`config.mk`:
```
export PLATFORM = sky130hd
export DESIGN_NAME = vrra_ram
export DESIGN_NICKNAME = d
export VERILOG_FILES = /design/src/rtl/vrra_ram.sv
export SDC_FILE = /design/constraint.sdc
export NUM_CORES = 1
export LEC_CHECK = 0
export BUFFER_PORTS_ARGS = -buffer_cell sky130_fd_sc_hd__buf_2
export CORE_UTILIZATION = 60
export CTS_CLUSTER_SIZE = 12
export DETAILED_ROUTE_END_ITERATION = 8
export PLACE_DENSITY_LB_ADDON = 0.15
export SYNTH_ARGS = -nofsm -noshare
export SYNTH_HDL_FRONTEND = slang
export SYNTH_SLANG_ARGS = --single-unit
```
`constraint.sdc`:
```
create_clock -name i_clk -period 2.4 [get_ports i_clk]
set_input_delay 0.12 -clock i_clk [delete_from_list [all_inputs] [get_ports i_clk]]
set_output_delay 0.12 -clock i_clk [all_outputs]
set_load 0.02 [all_outputs]
```
`src/rtl/vrra_ram.sv`:
```
// Generic single-port-write, single-read RAM with registered read data.
// No dependencies.
`timescale 1ns / 1ps
module vrra_ram #(
    parameter int Width = 8,
    parameter int Depth = 16
) (
    input  logic                     i_clk,
    input  logic                     i_we,
    input  logic [$clog2(Depth)-1:0] i_waddr,
    input  logic [Width-1:0]         i_wdata,
    input  logic [$clog2(Depth)-1:0] i_raddr,
    output logic [Width-1:0]         o_rdata
);
    logic [Width-1:0] r_mem [Depth];
    logic [Width-1:0] r_rdata;

    always_ff @(posedge i_clk) begin
        if (i_we) begin
            r_mem[i_waddr] <= i_wdata;
        end
        r_rdata <= r_mem[i_raddr];
    end
    assign o_rdata = r_rdata;
endmodule

```
==> impl_metrics.ini <==
[die]
start_util = 0.623
dieArea_sq_um = 8950
dieWidth_um = 94.6
io_pins = 26
design.core.area_sq_um = 8260
dieHeight_um = 94.6
row_count = 33

[cts]
cts_sinks = 136
cts-root-buf = clkbuf_8
insertion_delay_ns = 0.51
clk_path_buf_depth = 2
path_clk_slew_ns = 0.06
cts_hold_buf = 6
cts_max_level = 4
post-cts-setup-buffers = 0
cts_buffers = 17
ctsResizeCount = 0
cts_tree = done

[power_and_ir_drop]
powerDensity_nw_per_um2 = 909
p_leak_nw = 2.12
peakVddDrop_mv = 0.501

[place]
numPortBuffers = 25
postPlaceCellArea_sq_um = 5480
gp_congestion = 0.747
dp_hpwl_um = 5700

[finish]
seq_area_sq_um = 4000
areaGrowthSynthToFinish_pct = 19.6
design_area_sq_um = 6150
num_antenna_cells = 0
fin_nets = 307
multi_input_area_sq_um = 1060
drive_gt1_frac = 0.315
n_fill_cell = 469

[synthesis]
avgSynthCellArea_sq_um = 22.5
syn_inst = 229
synth-xor-area-share = 0
synth.yosys.seq_area_share = 0.778
synthAdderAreaFrac = 0
synth-seq-cells = 136
synth_top_family_by_area = multiplexers
synth_top_area_frac = 0.747
ys_types = 19
ys_top_cells_by_area = edfxtp_1 (75%), mux4_2 (7.9%), mux4_1 (7.1%), dfxtp_1 (3.1%), a22oi_1 (2.3%)
synthMuxAreaShare = 0.150
synth_top_area_cell = edfxtp_1
synth_warnings = 0
yosys.area_share.simple = 0.0318
syn_area_sq_um = 5150
synth-compound-area-share = 0.0233
syn_nets = 247

[setup_path]
critPathCaptureType = flop
crit_path_max_fanout = 1
cp.arrival_ns = 1.81
cp-start-kind = flop
critPathRequiredTime_ns = 2.79
path_class = reg2reg
crit_start = r_mem[5][2]
r2r-start = r_mem[5][2]

[timing]
rsz0062_at_grt = false
period_share = 0.588
period_needed_ns = 1.41
finalHoldViolCount = 0
setup_viol = 0
timing.fmax_ghz = 0.708
final_max_slew_viol_count = 0
tightest_slew_ns = 0.766
max_slew_margin = 0.489
finClkSkew_ns = 0.0101
setup_tns_ns = 0

[grt]
met2_usage = 0.357
antenna_found_initial = 0
grt_use_met1 = 0.340
grt_pass1_vias = 2442
grtUsageTotal = 0.242
grt_max_degree = 33
grt_busiest_layer = met2
use_met3 = 0.0813
grt_pass1_wl_um = 14300
overflow = 0

[routing]
dr.pass1.iters = 5
vias_per_cell = 6.21
ant_nets = 0
drt_iter0_drc = 169
vias = 2527
avgRoutedWirePerCell_um = 23.9
routed_wl_um = 9720
drc = 0

[min_path]
hold_path_class = in2reg
hold_start = i_wdata[0]

[outcome]
status = finished clean

[flow_run]
max-cap-violations = 0
## final timing paths
path	endpoint	cells after the start	slack [ns]
max	o_rdata[2]	3	0.99
min reg2reg	o_rdata[0]	3	0.69
max reg2reg	o_rdata[2]	3	0.99
min	r_mem[15][0]	1	0.02
## sequential cells by signal, indices dropped and copies added, names as in the netlist
| register | count |
|---|---|
| r_mem | 128 |
| o_rdata | 8 |
## per-stage QoR
| stage | std cells | setup slack (ns) | power [mW] | util | hold WS [ns] |
|---|---|---|---|---|---|
| global placement | 369 | 0.792 | 2.97 | 0.664 | 0.506 |
| finish | 407 | 0.988 | 5.59 | 0.745 | 0.0246 |
| detailed placement | 369 | 0.781 | 2.98 | 0.664 | 0.516 |
| floorplan | 229 | 0.787 | 2.87 | - | 0.219 |
| CTS | 407 | 0.956 | 5.61 | 0.745 | 0.000499 |
| global route | 407 | 0.910 | 5.73 | 0.745 | 0.00272 |
## critical path, stage by stage (launching register included)
cell and delay, ns:
edfxtp_1 0.38, mux4_1 0.54, a22oi_1 0.26, nand2_1 0.11
## power breakdown
group	switching, mW	internal (mW)	leakage, nW	total [mW]
sequential	0.0172	2.66	1.22	2.67
combinational	0.156	0.112	0.606	0.268
clock	0.964	1.69	0.292	2.65
total	1.14	4.46	2.12	5.59
## final cells by class
class                   count  area share
clock buffers              17      0.0673
clock inverters            15      0.0325
multi-input cells          83       0.172
flip-flops and latches    136       0.651
well taps                 105      0.0213
repair buffers             51      0.0565
## cells in the final DEF (no fill, tap or decap)
cell	n
clkinv_2	2
dfxtp_1	8
clkbuf_16	16
nand3b_1	2
or3b_2	1
dlygate4sd3_1	6
nor2b_1	1
edfxtp_1	128
and2b_1	1
mux4_2	18
clkinv_4	3
nor3_1	4
and2_1	1
nand3_1	1
buf_12	1
buf_2	25
nor2_1	13
clkinv_1	1
inv_6	2
nand2b_1	2
clkinvlp_4	3
buf_4	19
mux4_1	14
a22oi_1	16
clkbuf_8	1
nand2_1	9
bufinv_16	4
## synthesized netlist by cell type, drive strengths merged
cell / instances
nand3b: 2
and2: 1
clkdlybuf4s25: 3
nand2: 9
or3b: 1
and2b: 1
nor2b: 1
nor2: 13
edfxtp: 128
nand2b: 2
mux4: 32
nor3: 4
dfxtp: 8
a22oi: 16
buf: 7
nand3: 1
## per-layer routing
metal | up-vias | wire length [um]
met1 | 1334 | 4370
met5 | - | 0
met4 | 0 | 175
met3 | 13 | 475
met2 | 84 | 4700
li1 | 1096 | -
## logic make-up after synthesis
logic type             after synthesis
AND/OR/NAND/NOR                     35
multiplexers                        32
AO/OA/AOI/OAI                       16
buffers and inverters               10
flip-flops                         136
Note: power is estimated with default switching activity, not from simulation.
